--- config.mk ---
export PLATFORM = sky130hd
export DESIGN_NAME = vat_id_check_mod11_10_stream_top
export DESIGN_NICKNAME = d
export VERILOG_FILES = /design/src/sv/vat_pkg.sv /design/src/sv/vat_front.sv /design/src/sv/vat_tok_q.sv /design/src/sv/vat_back.sv /design/src/sv/vat_id_check_mod11_10_stream_top.sv
export SDC_FILE = /design/constraint.sdc
export NUM_CORES = 1
export LEC_CHECK = 0
export BUFFER_PORTS_ARGS = -buffer_cell sky130_fd_sc_hd__buf_2
export CAP_MARGIN = 20
export CORE_UTILIZATION = 40
export DETAILED_ROUTE_END_ITERATION = 6
export PLACE_DENSITY = 0.67
export SLEW_MARGIN = 25
export SYNTH_ARGS = -nofsm -noshare
export SYNTH_HDL_FRONTEND = slang
export SYNTH_SLANG_ARGS = --single-unit
--- constraint.sdc ---
create_clock -name clk -period 5.9 [get_ports clk]
set_input_delay 0.885 -clock clk [delete_from_list [all_inputs] [get_ports clk]]
set_output_delay 0.885 -clock clk [all_outputs]
set_load 0.02 [all_outputs]
--- src/sv/vat_pkg.sv ---
package vat_pkg;

  // digits folded before the check character
  localparam int unsigned DIGIT_COUNT = 8;
  localparam int unsigned DIGITS_W    = $clog2(DIGIT_COUNT + 1);

  // identifier length window and counter ceiling
  localparam logic [3:0] MIN_LEN   = 4'd9;
  localparam logic [3:0] MAX_LEN   = 4'd14;
  localparam logic [3:0] COUNT_MAX = 4'd15;

  // product seed and ascii codes
  localparam logic [3:0] PROD_INIT = 4'd10;
  localparam logic [7:0] CH_D      = 8'h44;
  localparam logic [7:0] CH_E      = 8'h45;
  localparam logic [7:0] CH_SPACE  = 8'h20;
  localparam logic [1:0] ASCII_HI  = 2'b11;

  // depth of the queues between the parts
  localparam int unsigned QDEPTH = 2;
  localparam int unsigned QPTR_W = $clog2(QDEPTH);
  localparam int unsigned QCNT_W = $clog2(QDEPTH + 1);

  typedef struct packed {
    logic [7:0] ch;
    logic       last;
  } item_t;

  typedef struct packed {
    logic       malformed;
    logic [5:0] expected_check;
    logic       mismatch;
  } result_t;

  // classified byte passed from front to back
  typedef struct packed {
    logic [7:0] ch;
    logic       body;
    logic       last;
    logic       len_ok;
  } token_t;

  // ascii digit test
  function automatic logic is_digit(input logic [7:0] c);
    return (c[7:4] == 4'h3) && (c[3:0] < 4'd10);
  endfunction

  // one mod 11,10 step: ((p + d) mod 10, zero as ten) doubled mod 11
  function automatic logic [3:0] fold(input logic [3:0] p, input logic [3:0] d);
    logic [4:0] sum;
    logic [4:0] s;
    logic [4:0] dbl;
    sum = 5'(p) + 5'(d);
    s   = (sum >= 5'd10) ? sum - 5'd10 : sum;
    if (s == 5'd0) begin
      s = 5'd10;
    end
    dbl = {s[3:0], 1'b0};
    return (dbl >= 5'd11) ? 4'(dbl - 5'd11) : dbl[3:0];
  endfunction

  // check digit (11 - p) mod 10 for p in 1..10
  function automatic logic [3:0] check_digit(input logic [3:0] p);
    return (p == 4'd1) ? 4'd0 : 4'(5'd11 - 5'(p));
  endfunction

endpackage

--- src/sv/vat_front.sv ---
module vat_front (
  input  logic           clk,
  input  logic           rst,
  input  logic           push,
  output logic           full,
  input  vat_pkg::item_t item,
  output logic           tok_push,
  input  logic           tok_full,
  output vat_pkg::token_t tok
);

  typedef enum logic [1:0] {
    PH_START,
    PH_AFTER_D,
    PH_BODY
  } phase_t;

  phase_t     phase, phase_next;
  logic [3:0] byte_count, byte_count_next;
  logic       body;
  logic       take;

  assign full     = tok_full;
  assign take     = push && !tok_full;
  assign tok_push = take;

  // saturating length count
  assign byte_count_next = (byte_count < vat_pkg::COUNT_MAX) ? byte_count + 4'd1 : byte_count;

  // prefix handling: optional D, then optional E
  always_comb begin
    phase_next = phase;
    body       = 1'b1;
    case (phase)
      PH_START: begin
        phase_next = (item.ch == vat_pkg::CH_D) ? PH_AFTER_D : PH_BODY;
        body       = (item.ch != vat_pkg::CH_D) && (item.ch != vat_pkg::CH_E);
      end
      PH_AFTER_D: begin
        phase_next = PH_BODY;
        body       = (item.ch != vat_pkg::CH_E);
      end
      PH_BODY: begin
        phase_next = PH_BODY;
        body       = 1'b1;
      end
      default: begin
        phase_next = PH_BODY;
        body       = 1'b1;
      end
    endcase
  end

  // classified byte
  always_comb begin
    tok.ch     = item.ch;
    tok.body   = body;
    tok.last   = item.last;
    tok.len_ok = (byte_count_next >= vat_pkg::MIN_LEN) && (byte_count_next <= vat_pkg::MAX_LEN);
  end

  // per identifier state, cleared after the last byte
  always_ff @(posedge clk) begin
    if (rst) begin
      phase      <= PH_START;
      byte_count <= '0;
    end else if (take) begin
      if (item.last) begin
        phase      <= PH_START;
        byte_count <= '0;
      end else begin
        phase      <= phase_next;
        byte_count <= byte_count_next;
      end
    end
  end

endmodule

--- src/sv/vat_tok_q.sv ---
module vat_tok_q (
  input  logic            clk,
  input  logic            rst,
  input  logic            push,
  output logic            full,
  input  vat_pkg::token_t wr_tok,
  input  logic            pop,
  output logic            empty,
  output vat_pkg::token_t rd_tok
);

  vat_pkg::token_t                  mem [vat_pkg::QDEPTH];
  logic [vat_pkg::QPTR_W-1:0]       wr_ptr, rd_ptr;
  logic [vat_pkg::QCNT_W-1:0]       count;
  logic                             do_push, do_pop;

  assign full    = (count == vat_pkg::QCNT_W'(vat_pkg::QDEPTH));
  assign empty   = (count == '0);
  assign do_push = push && !full;
  assign do_pop  = pop && !empty;
  assign rd_tok  = mem[rd_ptr];

  // storage
  always_ff @(posedge clk) begin
    if (do_push) begin
      mem[wr_ptr] <= wr_tok;
    end
  end

  // pointers and fill count
  always_ff @(posedge clk) begin
    if (rst) begin
      wr_ptr <= '0;
      rd_ptr <= '0;
      count  <= '0;
    end else begin
      if (do_push) begin
        wr_ptr <= wr_ptr + 1'b1;
      end
      if (do_pop) begin
        rd_ptr <= rd_ptr + 1'b1;
      end
      if (do_push && !do_pop) begin
        count <= count + 1'b1;
      end else if (do_pop && !do_push) begin
        count <= count - 1'b1;
      end
    end
  end

endmodule

--- src/sv/vat_back.sv ---
module vat_back (
  input  logic             clk,
  input  logic             rst,
  input  logic             tok_empty,
  output logic             tok_pop,
  input  vat_pkg::token_t  tok,
  input  logic             pop,
  output logic             empty,
  output vat_pkg::result_t result
);

  logic [vat_pkg::DIGITS_W-1:0] digits_taken, digits_next;
  logic [3:0]                   product, product_next;
  logic                         check_seen, check_seen_next;
  logic [7:0]                   received_check, received_next;
  logic                         bad_flag, bad_next;
  vat_pkg::result_t             res_new;
  logic [3:0]                   chk;

  vat_pkg::result_t             oq [vat_pkg::QDEPTH];
  logic [vat_pkg::QPTR_W-1:0]   wr_ptr, rd_ptr;
  logic [vat_pkg::QCNT_W-1:0]   count;
  logic                         oq_full;
  logic                         step;
  logic                         emit;
  logic                         do_pop;

  assign oq_full = (count == vat_pkg::QCNT_W'(vat_pkg::QDEPTH));
  assign empty   = (count == '0);
  assign step    = !tok_empty && !oq_full;
  assign tok_pop = step;
  assign emit    = step && tok.last;
  assign do_pop  = pop && !empty;
  assign result  = oq[rd_ptr];

  // body byte: digits, spaces, check character, trailing bytes
  always_comb begin
    digits_next     = digits_taken;
    product_next    = product;
    check_seen_next = check_seen;
    received_next   = received_check;
    bad_next        = bad_flag;
    if (tok.body) begin
      if (check_seen) begin
        bad_next = 1'b1;
      end else if (digits_taken >= vat_pkg::DIGITS_W'(vat_pkg::DIGIT_COUNT)) begin
        received_next   = tok.ch;
        check_seen_next = 1'b1;
      end else if (tok.ch == vat_pkg::CH_SPACE) begin
        bad_next = bad_flag;
      end else if (!vat_pkg::is_digit(tok.ch)) begin
        bad_next = 1'b1;
      end else begin
        product_next = vat_pkg::fold(product, tok.ch[3:0]);
        digits_next  = digits_taken + 1'b1;
      end
    end
  end

  // result of the identifier on its last byte
  always_comb begin
    chk = vat_pkg::check_digit(product_next);
    if (bad_next || !tok.len_ok) begin
      res_new.malformed      = 1'b1;
      res_new.expected_check = '0;
      res_new.mismatch       = 1'b0;
    end else begin
      res_new.malformed      = 1'b0;
      res_new.expected_check = {vat_pkg::ASCII_HI, chk};
      res_new.mismatch       = !check_seen_next ||
                               (received_next != {2'b00, vat_pkg::ASCII_HI, chk});
    end
  end

  // check state, cleared after each identifier
  always_ff @(posedge clk) begin
    if (rst) begin
      digits_taken   <= '0;
      product        <= vat_pkg::PROD_INIT;
      check_seen     <= 1'b0;
      received_check <= '0;
      bad_flag       <= 1'b0;
    end else if (step) begin
      if (tok.last) begin
        digits_taken   <= '0;
        product        <= vat_pkg::PROD_INIT;
        check_seen     <= 1'b0;
        received_check <= '0;
        bad_flag       <= 1'b0;
      end else begin
        digits_taken   <= digits_next;
        product        <= product_next;
        check_seen     <= check_seen_next;
        received_check <= received_next;
        bad_flag       <= bad_next;
      end
    end
  end

  // result queue storage
  always_ff @(posedge clk) begin
    if (emit) begin
      oq[wr_ptr] <= res_new;
    end
  end

  // result queue pointers and fill count
  always_ff @(posedge clk) begin
    if (rst) begin
      wr_ptr <= '0;
      rd_ptr <= '0;
      count  <= '0;
    end else begin
      if (emit) begin
        wr_ptr <= wr_ptr + 1'b1;
      end
      if (do_pop) begin
        rd_ptr <= rd_ptr + 1'b1;
      end
      if (emit && !do_pop) begin
        count <= count + 1'b1;
      end else if (do_pop && !emit) begin
        count <= count - 1'b1;
      end
    end
  end

endmodule

--- src/sv/vat_id_check_mod11_10_stream_top.sv ---
// VAT identifier check, ISO 7064 MOD 11,10, one ASCII byte per request.
// Input channel: drive item (ch, last) with push; the byte is taken at a
// clock edge where push is high and full is low. last marks the final byte.
// Result channel: while empty is low, result holds the oldest result
// (malformed, expected_check, mismatch); it is taken at an edge where pop is
// high. One result comes per identifier, on its last byte; other bytes give
// none.
// Throughput: one byte per cycle while full is low. The front classifies each byte (length,
// optional D and E prefix) and hands it through a two-entry queue to the
// back, which folds each digit into a registered product and writes the
// result into a two-entry result queue.
// A last byte is first stored in the token queue; its result is written into
// the result queue when the back takes that byte from the token queue.
// Stall: when pop stays low the result queue fills, the back stops, the
// token queue fills and full rises; nothing is dropped.
// Reset (rst, synchronous): both queues empty, all check state cleared, full
// low and empty high on the next cycle.
module vat_id_check_mod11_10_stream_top (
  input  logic             clk,
  input  logic             rst,
  input  logic             push,
  output logic             full,
  input  vat_pkg::item_t   item,
  input  logic             pop,
  output logic             empty,
  output vat_pkg::result_t result
);

  logic            f_push, f_full;
  logic            b_pop, b_empty;
  vat_pkg::token_t f_tok, b_tok;

  // byte classification
  vat_front u_front (
    .clk      (clk),
    .rst      (rst),
    .push     (push),
    .full     (full),
    .item     (item),
    .tok_push (f_push),
    .tok_full (f_full),
    .tok      (f_tok)
  );

  // decoupling queue
  vat_tok_q u_tok_q (
    .clk    (clk),
    .rst    (rst),
    .push   (f_push),
    .full   (f_full),
    .wr_tok (f_tok),
    .pop    (b_pop),
    .empty  (b_empty),
    .rd_tok (b_tok)
  );

  // check digit fold and result queue
  vat_back u_back (
    .clk       (clk),
    .rst       (rst),
    .tok_empty (b_empty),
    .tok_pop   (b_pop),
    .tok       (b_tok),
    .pop       (pop),
    .empty     (empty),
    .result    (result)
  );

  // malformed results carry no digit and no mismatch
  a_malformed_clean: assert property (@(posedge clk) disable iff (rst)
    (!empty && result.malformed) |-> (result.expected_check == 6'd0 && !result.mismatch))
    else $error("malformed result carries check data");

  // well formed results carry an ascii digit
  a_digit_range: assert property (@(posedge clk) disable iff (rst)
    (!empty && !result.malformed) |->
      (result.expected_check[5:4] == vat_pkg::ASCII_HI && result.expected_check[3:0] < 4'd10))
    else $error("expected check is not an ascii digit");

  // both channels come out of reset idle
  a_reset_idle: assert property (@(posedge clk) $past(rst) |-> (!full && empty))
    else $error("queues not empty after reset");

  // no result appears without a byte reaching the back
  a_result_source: assert property (@(posedge clk) disable iff (rst)
    ($rose(!empty) && !$past(rst)) |-> $past(b_pop && b_tok.last))
    else $error("result appeared without a last byte");

endmodule

==> out/results.tsv, run 1 <==
metric	value	unit
status	complete, no violations	
max_cap viols	0	
final critical-path required period	4.928	ns
Fmax achieved	0.2029	GHz
drt first-iter violations	108	
drt drc	0	
hold crit path type	reg2reg	
CTS Buf Count	9	
DRT antenna net count	0	
slew of the pin with the lowest slew margin	0.9204	ns
Port Buffers	22	
First-pass DRT Iterations	5	
RSZ-0062 raised after global routing	false	
post-cts resize count	0	
RD Place Congestion	0.7971	
CP max FO	6	
antenna violations before repair	0	
reg2reg end	u_back.oq[0][0]	
Top FF cell, synth	edfxtp_1	
Mapped Nets	368	
Cells after Synth	341	
Netlist Area Pre-Place	0.003568	mm²
Setup-failing EPs final	0	
Die H	96.45	µm
worst setup path end	u_back.oq[0][0]	
Post-CTS Setup Bufs	0	
Layout Nets	391	
Power Density	433.9	mW/mm²
syn_area_per_cell	10.46	µm²
Syn. warnings	0	
Peak supply drop	0.1711	mV
Layout area overhead	11.71	%
Slew Limit Fails	0	
area of the core	0.008678	mm²
Sum Neg Setup Slack	0	ns
top-area cell type share of the netlist area	30.29	%
WP data required	5.96	ns
Arr. time, crit path	4.99	ns
ys async rst share	0	%
CTS Root Cell	clkbuf_8	
largest net degree at the start of global routing	31	
Longest Clk Path Bufs	2	
grt total ovfl	0	
Max-Slew Margin vs Limit	38.42	%
Post-synth EDFFs	36	
vias in the first global route	2545	
final WL	6.851	mm
placed insts	461	
Crit. End Element	flop	
vias per inst	5.371	
H-tree depth	3	
CP peak stage delay	0.44	ns
slowest CP cell	fa_1	
Sink Count	70	
Yosys top cell by area	edfxtp_1	
reg2reg setup slack	0.97	ns
DP HPWL	5.009	mm
period utilisation layout	83.52	%
wire per inst	14.36	µm
width of the die	96.45	µm
layout cell share with drive strength beyond 1	16.53	%
Worst-Skew Late Latency	0.34	ns
leak pwr	1.448	nW
sequential share of the synthesized area	49.37	%
WS Path Type	reg2reg	
Fin. Hold Viols	0	
worst reg2reg path depth	19	
cts hold-fix bufs	0	
Ports	23	
CTS tree	done	
Initial Util	41.12	%
FP Rows	34	
CP Launch Type	flop	
Synth area leaders	edfxtp_1 (30%), dfxtp_1 (19%), nor2_1 (5.0%)	
clk slew on worst S/H paths	0.07	ns
via count	2562	
commonest cells after routing, fill and taps aside	nor2_1 (48), edfxtp_1 (36), dfxtp_1 (34)	
die area	0.009303	mm²
critical path, cell by cell	mux2_2, ha_1, fa_1, xor2_1, inv_1, ha_1, a21boi_0, o31ai_1, o311ai_2, a21boi_0, o221ai_1, o21ai_0, ha_1, nand3b_1, mux2i_1, and4_4, a2111oi_4, xor2_1, a41oi_1	
flop and latch count out of synthesis	70	
Final Skew	0.007656	ns
Most common cell on crit path	ha_1	
fin cells	477	
first-pass GRT wire length	12.22	mm
Total GRT Usage	17.46	%
commonest non-fill, non-tap cell in the layout	nor2_1	
Ant. Diodes	0	
post-synth cell types	59	
-- worst min-delay path by stage --
| stage | cells after the start | slack, ns | endpoint | from |
|---|---|---|---|---|
| 2_1_floorplan | 2 | 0.43 | u_front.phase[1] | u_front.phase[1] |
| 3_3_place_gp | 2 | 0.47 | u_back.received_check[7] | u_back.received_check[7] |
| 3_5_place_dp | 2 | 0.47 | u_back.received_check[6] | u_back.received_check[6] |
| 4_1_cts | 2 | 0.49 | u_back.received_check[6] | u_back.received_check[6] |
| 5_1_grt | 2 | 0.53 | u_back.received_check[6] | u_back.received_check[6] |
| 6_report | 2 | 0.49 | u_back.received_check[6] | u_back.received_check[6] |
-- metal layers --
metal  GRT usage (%)  vias up  part of all wire [%]
li1                -     1289                     -
met1           21.79     1228                    47
met2           28.87       38                    49
met3           5.399        7                   3.1
met4           5.392        0                  0.99
met5               0        -                     0
-- power by group --
group	total (mW)	internal (mW)	leakage [nW]	switching (mW)
Combinational	0.678	0.267	0.740	0.411
Sequential	0.636	0.590	0.604	0.0453
Clock	0.416	0.237	0.104	0.179
-- critical path, delay by kind of cell (launching register included) --
kind            cells  cell delay (ns)
compound gates      8             1.62
fa+ha+maj           4             1.19
xor+xnor            2             0.49
buf+inv             1             0.11
mux                 2             0.50
flops               1             0.38
simple gates        2             0.35
-- cell families after synthesis --
group                    share of synthesized area [%]
AO/OA/AOI/OAI                                    14.66
adder cells (fa/ha/maj)                          5.119
buffers and inverters                            3.471
AND/OR/NAND/NOR                                  15.71
multiplexers                                     8.485
XOR/XNOR                                         3.191
flip-flops                                       49.37
-- area by class of cell --
type                       count  area [µm²]
clock inverter                 6       85.08
sequential                    70        1762
multi-input combinational    241        1688
clock buffer                  10       127.6
timing repair buffer          23       117.6
inverter                      19       71.32
fill                         835        4692
tap                          108       135.1
-- synthesized netlist by cell type, types with 2 or more instances --
master     count
nor2_1        48
edfxtp_1      36
dfxtp_1       34
a21oi_1       24
inv_1         19
nand2_1       19
mux2_2        14
ha_1          13
mux2i_1       13
o21ai_0       11
clkbuf_1       9
nand3_1        9
xor2_1         9
nor3_1         8
a22oi_1        6
a2bb2oi_1      4
nand3b_1       4
xnor2_1        4
a211o_1        3
and3_1         3
nand2b_1       3
nor4_1         3
nor4b_1        3
a21boi_0       2
a31oi_1        2
a41oi_1        2
nor3b_1        2
o21a_1         2
or3_1          2
-- registers in the layout, summed over array words and instances, names as in the netlist, 2 cells and up, named ones only --
name                   cells
u_tok_q.mem               22
u_back.oq                 14
u_back.received_check      8
u_back.digits_taken        4
u_back.product             4
u_front.byte_count         4
u_back.count               2
u_front.phase              2
u_tok_q.count              2
-- per-stage QoR --
| step | setup WS (ns) | util (%) | hold WS (ns) | total power, mW | instance area (µm²) |
|---|---|---|---|---|---|
| after floorplan | 0.9233 | - | 0.4323 | 1.179 | 3568 |
| after global routing | 0.4541 | 45.93 | 0.5250 | 1.861 | 3986 |
| after CTS | 0.9592 | 45.88 | 0.4927 | 1.739 | 3981 |
| final | 0.9721 | 45.93 | 0.4896 | 1.730 | 3986 |
| after global placement | 1.156 | 43.43 | 0.4686 | 1.303 | 3769 |
| after detailed placement | 0.9883 | 43.43 | 0.4747 | 1.318 | 3769 |
(Power assumes the default switching activity.)
==> run 2, diff against run 1 <==
--- a/config.mk
+++ b/config.mk
@@ -9,7 +9,7 @@
 export CAP_MARGIN = 20
 export CORE_UTILIZATION = 40
 export DETAILED_ROUTE_END_ITERATION = 6
-export PLACE_DENSITY = 0.67
+export PLACE_DENSITY = 0.69
 export SLEW_MARGIN = 25
 export SYNTH_ARGS = -nofsm -noshare
 export SYNTH_HDL_FRONTEND = slang
==> constraint.sdc (replaced) <==
create_clock -name clk -period 4.17 [get_ports clk]
set_input_delay 0.6255 -clock clk [delete_from_list [all_inputs] [get_ports clk]]
set_output_delay 0.6255 -clock clk [all_outputs]
set_load 0.02 [all_outputs]
==> run 2 against run 1 <==
  * The run now ends with setup timing left
  * Hold slack worse by 0.018 ns
  * Clock power up 40%
  * Clock skew down 0.0016 ns
  * Core utilization up 3.0 points
  * Highest routed layer unchanged
==> out/results.tsv, run 2 (same netlist as run 1, synthesis figures left out) <==
metric	value	unit
CP Launch Type	flop	
largest net degree at the start of global routing	31	
clk slew on worst S/H paths	0.08	ns
leak pwr	1.569	nW
First-pass DRT Iterations	4	
Arr. time, crit path	4.27	ns
Crit. End Element	flop	
placed insts	479	
Slew Limit Fails	0	
DP HPWL	5.324	mm
wire per inst	14.40	µm
slew of the pin with the lowest slew margin	0.9209	ns
WP data required	4.24	ns
Hold WS	0.4716	ns
Setup-failing EPs final	2	
via count	2638	
area of the core	0.008678	mm²
Port Buffers	22	
Layout area overhead	19.11	%
CTS tree	done	
Die H	96.45	µm
total power draw	2.767	mW
Power Density	650.9	mW/mm²
pre-CTS setup slack	-0.06237	ns
drt first-iter violations	105	
Ports	23	
vias per inst	5.308	
H-tree depth	3	
CTS Buf Count	9	
Fin. Hold Viols	0	
final setup margin	-0.03202	ns
Total GRT Usage	16.88	%
FP Rows	34	
Most common cell on crit path	ha_4	
Longest Clk Path Bufs	2	
Sink Count	70	
RSZ-0062 raised after global routing	true	
slowest CP cell	fa_2	
Layout Nets	411	
Initial Util	41.12	%
Final Skew	0.006085	ns
Ant. Diodes	0	
layout cell share with drive strength beyond 1	24.94	%
DRT antenna net count	0	
final critical-path required period	4.202	ns
period utilisation layout	100.8	%
width of the die	96.45	µm
fin cells	497	
final WL	7.155	mm
Fmax achieved	0.2380	GHz
max_cap viols	0	
most flop-heavy register	u_tok_q.mem	
Peak supply drop	0.3095	mV
die area	0.009303	mm²
antenna violations before repair	0	
grt total ovfl	0	
largest registers	u_tok_q.mem (22), u_back.oq (14), u_back.received_check (8)	
Sum Neg Setup Slack	-0.06399	ns
WS Path Type	reg2reg	
critical path, cell by cell	mux2_4, ha_4, fa_2, xor2_2, inv_2, ha_4, o21a_1, o31a_1, a211o_1, mux2_4, a21o_1, ha_4, nand3b_1, mux2i_2, nor3b_4, a2111oi_4, xor2_1, a41oi_2	
Max-Slew Margin vs Limit	38.38	%
failing checks	setup timing	
hold crit path type	reg2reg	
commonest cells after routing, fill and taps aside	nor2_1 (48), edfxtp_1 (36), dfxtp_1 (33)	
CP peak stage delay	0.41	ns
vias in the first global route	2528	
status	finished with violations	
RD Place Congestion	0.8372	
cts hold-fix bufs	0	
Worst-Skew Late Latency	0.34	ns
CTS Root Cell	clkbuf_8	
Layout fillers	835	
drt drc	0	
max reg flops	22	
CP max FO	4	
commonest non-fill, non-tap cell in the layout	nor2_1	
first-pass GRT wire length	11.81	mm
-- run 2: report_power, final --
group | switching (mW) | internal [mW]
clock network | 0.253 | 0.330
registers | 0.0663 | 0.836
logic | 0.693 | 0.587
-- run 2: critical path: cells and delay by family, from the launching register on --
family	cells	cell delay (ns)
compound gates	6	1.26
fa+ha+maj	4	0.92
mux	3	0.69
xor+xnor	2	0.37
flops	1	0.36
simple gates	2	0.26
buf+inv	1	0.07
-- run 2: final timing paths --
check	end	slack [ns]	start	cells after the start
max	u_back.oq[1][0]	-0.03	flop	18
max reg2reg	u_back.oq[1][0]	-0.03	flop	18
min reg2reg	u_front.phase[1]	0.47	u_front.phase[1]	2
min	u_front.phase[1]	0.47	u_front.phase[1]	2
-- run 2: area by class of cell --
class / instances / area, µm² / area share, %
multi-input cells: 241 / 1795 / 42.24
flip-flops and latches: 70 / 1763 / 41.48
repair buffers: 43 / 267.8 / 6.300
clock buffers: 12 / 166.4 / 3.915
well taps: 108 / 135.1 / 3.179
inverters: 19 / 71.32 / 1.678
clock inverters: 4 / 51.30 / 1.207
-- run 2: routing by layer --
metal | global-route usage, % | vias up | wire length, µm
met4 | 5.637 | 0 | 91
met2 | 28.58 | 50 | 3522
met3 | 4.617 | 14 | 237
met1 | 20.72 | 1242 | 3303
met5 | 0 | - | 0
li1 | - | 1332 | -
-- run 2: repair_timing --
action                                  in CTS  in global routing
pin swaps                                    1                  0
gates resized for setup                      2                  4
hold endpoints to repair                     0                  0
endpoints found under the setup margin       2                  4
setup buffers                                0                  2
-- run 2: metrics by stage --
step,cell area [µm²],util (%)
6_report,4250,48.98
5_1_grt,4250,48.98
4_1_cts,4205,48.46
3_5_place_dp,3983,45.89
3_3_place_gp,3983,45.89
2_1_floorplan,3669,-
==> run 3, diff against run 2 <==
--- a/config.mk
+++ b/config.mk
@@ -9,8 +9,10 @@
 export CAP_MARGIN = 20
 export CORE_UTILIZATION = 40
 export DETAILED_ROUTE_END_ITERATION = 6
-export PLACE_DENSITY = 0.69
+export PLACE_DENSITY = 0.68
+export RECOVER_POWER = 25
 export SLEW_MARGIN = 25
 export SYNTH_ARGS = -nofsm -noshare
 export SYNTH_HDL_FRONTEND = slang
+export SYNTH_HIERARCHICAL = 1
 export SYNTH_SLANG_ARGS = --single-unit
==> run 3 against run 2 <==
  * The flow now finishes without violations
  * Power increased by 5.7%
  * Worst setup slack better by 0.24 ns
  * Highest routed layer unchanged
  * Synthesized cell count grew 17%
  * Routed wire length rose by 15%
  * Critical endpoint is now u_back/oq[1][0]
  * Register-to-register slack better by 0.24 ns
  * Clock power shrank 8.6%
  * Largest cell class unchanged
  * Cell area increased by 3.3%
  * Synthesized area is 12% higher
  * Clock-buffer cell count fell by 3
  * Maximum frequency rose by 6.1%
  * Hold slack improved by 0.014 ns
==> out/results.tsv, run 3 <==
metric	value	unit
status	complete, no violations	
antenna violations before repair	0	
FP Rows	36	
Yosys top cell by area	edfxtp_1	
largest net degree at the start of global routing	33	
top-area cell type share of the netlist area	27.09	%
CTS tree	done	
vias in the first global route	3008	
final critical-path required period	3.961	ns
CP top delay family	compound AO/OA/AOI/OAI gates	
period utilisation layout	94.99	%
critical path, cell by cell	buf_4, mux2_2, ha_1, buf_4, nand3_1, nand2_2, or4_1, a21oi_2, o31ai_1, o22ai_2, a21boi_0, mux2_2, a31oi_1	
WP data required	4.34	ns
Final Skew	0.01199	ns
via count	3074	
Power Density	666.5	mW/mm²
drt drc	0	
largest registers	u_tok_q/mem (22), u_back/oq (14), u_back/received_check (8)	
slew of the pin with the lowest slew margin	0.9498	ns
Worst-Skew Late Latency	0.34	ns
vias per inst	5.579	
Die H	101.9	µm
Synth area leaders	edfxtp_1 (27%), dfxtp_1 (17%), mux2_2 (5.6%)	
fin cells	551	
First-pass DRT Iterations	4	
CP Launch Type	flop	
area of the core	0.009729	mm²
width of the die	101.9	µm
post-synth cell types	76	
Initial Util	41.01	%
Max-Slew Margin vs Limit	36.19	%
worst setup path end	u_back/oq[1][0]	
most flop-heavy register	u_tok_q/mem	
Netlist Area Pre-Place	0.003990	mm²
hold crit path type	reg2reg	
wire per inst	14.88	µm
reg2reg end	u_back/oq[1][0]	
Total GRT Usage	17.22	%
commonest non-fill, non-tap cell in the layout	nor2_1	
Ant. Diodes	0	
grt total ovfl	0	
first-pass GRT wire length	13.92	mm
RD Place Congestion	0.9019	
layout cell share with drive strength beyond 1	19.86	%
reg2reg setup slack	0.21	ns
CP max FO	9	
Peak supply drop	0.2635	mV
critical path depth	13	
ys async rst share	0	%
clk slew on worst S/H paths	0.08	ns
Port Buffers	22	
Arr. time, crit path	4.13	ns
Slew Limit Fails	0	
Layout area overhead	10.00	%
flop and latch count out of synthesis	70	
syn_area_per_cell	10.00	µm²
Crit. End Element	flop	
CTS Buf Count	9	
drt first-iter violations	194	
most common cell in the synthesized netlist	nor2_1	
Fin. Hold Viols	0	
Post-synth EDFFs	36	
commonest cells after routing, fill and taps aside	nor2_1 (45), edfxtp_1 (36), dfxtp_1 (34)	
Final Core Density	45.11	%
CP peak stage delay	0.59	ns
H-tree depth	3	
Top FF cell, synth	edfxtp_1	
Fmax achieved	0.2525	GHz
total power draw	2.925	mW
Syn. warnings	6	
Sink Count	70	
die area	0.01038	mm²
Longest Clk Path Bufs	2	
Mapped Nets	425	
Ports	23	
slowest CP cell	or4_1	
crit path buf inv count	2	
DP HPWL	5.822	mm
worst reg2reg path depth	13	
sequential share of the synthesized area	44.15	%
Setup-failing EPs final	0	
Cells after Synth	399	
max_cap viols	0	
Layout Nets	439	
placed insts	535	
Sum Neg Setup Slack	0	ns
synth cell count leaders	nor2_1 (45), edfxtp_1 (36), dfxtp_1 (34), a21oi_1 (25), nand2_1 (24)	
max reg flops	22	
WS Path Type	reg2reg	
CTS Root Cell	clkbuf_8	
DRT antenna net count	0	
leak pwr	1.555	nW
final WL	8.197	mm
Hold WS	0.4852	ns
## run 3: worst min-delay path by stage
stage | startpoint | endpoint | cells past startpoint
CTS | item[3] | u_tok_q/mem[0][5] | 1
global route | item[8] | u_tok_q/mem[1][10] | 1
detailed placement | u_front/phase[0] | u_front/phase[0] | 2
finish | u_front/phase[0] | u_front/phase[0] | 2
global placement | u_front/phase[0] | u_front/phase[0] | 2
floorplan | u_tok_q/wr_ptr | u_tok_q/wr_ptr | 2
## run 3: kinds of logic after synthesis
family	synth area share (%)
flops	44.15
compound gates	18.38
simple gates	18.00
mux	7.212
xor+xnor	1.944
buf+inv	6.052
fa+ha+maj	4.265
## run 3: routing by layer
layer	part of all wire, %	track usage (%)
met1	45	21.31
met2	49	28.85
met3	5.1	4.788
met4	0.59	6.264
met5	0	0
## run 3: worst reg2reg max path, delay by kind of cell (launching register included)
family                     cells  cell delay (ns)
AOI/OAI and AO/OA              5             1.05
adders and majority gates      1             0.36
buffers and inverters          2             0.37
DFF                            1             0.37
muxes                          2             0.70
and+or+nand+nor                3             0.93
## run 3: timing repair
item | CTS | global route
setup endpoints to repair | 0 | 6
gates resized for setup | 0 | 13
hold buffers | 0 | 0
buffers inserted | 0 | 0
endpoints found under the hold margin | 0 | 0
## run 3: final cells by class
class                      count  area (µm²)
clock buffer                   9       123.9
clock inverter                 7       72.57
fill                         970        5340
inverter                      19       71.32
multi-input combinational    283        2034
sequential                    70        1762
tap                          133       166.4
timing repair buffer          30       158.9
## run 3: metrics by stage
step / setup WS (ns) / cell area [µm²]
2_1_floorplan: 0.03500 / 3990
3_3_place_gp: 0.1551 / 4156
3_5_place_dp: 0.07366 / 4156
4_1_cts: 0.05087 / 4353
5_1_grt: -0.08063 / 4389
6_report: 0.2091 / 4389
## run 3: power breakdown
group | internal (mW) | leakage, nW | switching (mW)
Clock | 0.277 | 0.0972 | 0.258
Combinational | 0.588 | 0.856 | 0.900
Sequential | 0.846 | 0.602 | 0.0569
Total | 1.71 | 1.56 | 1.21
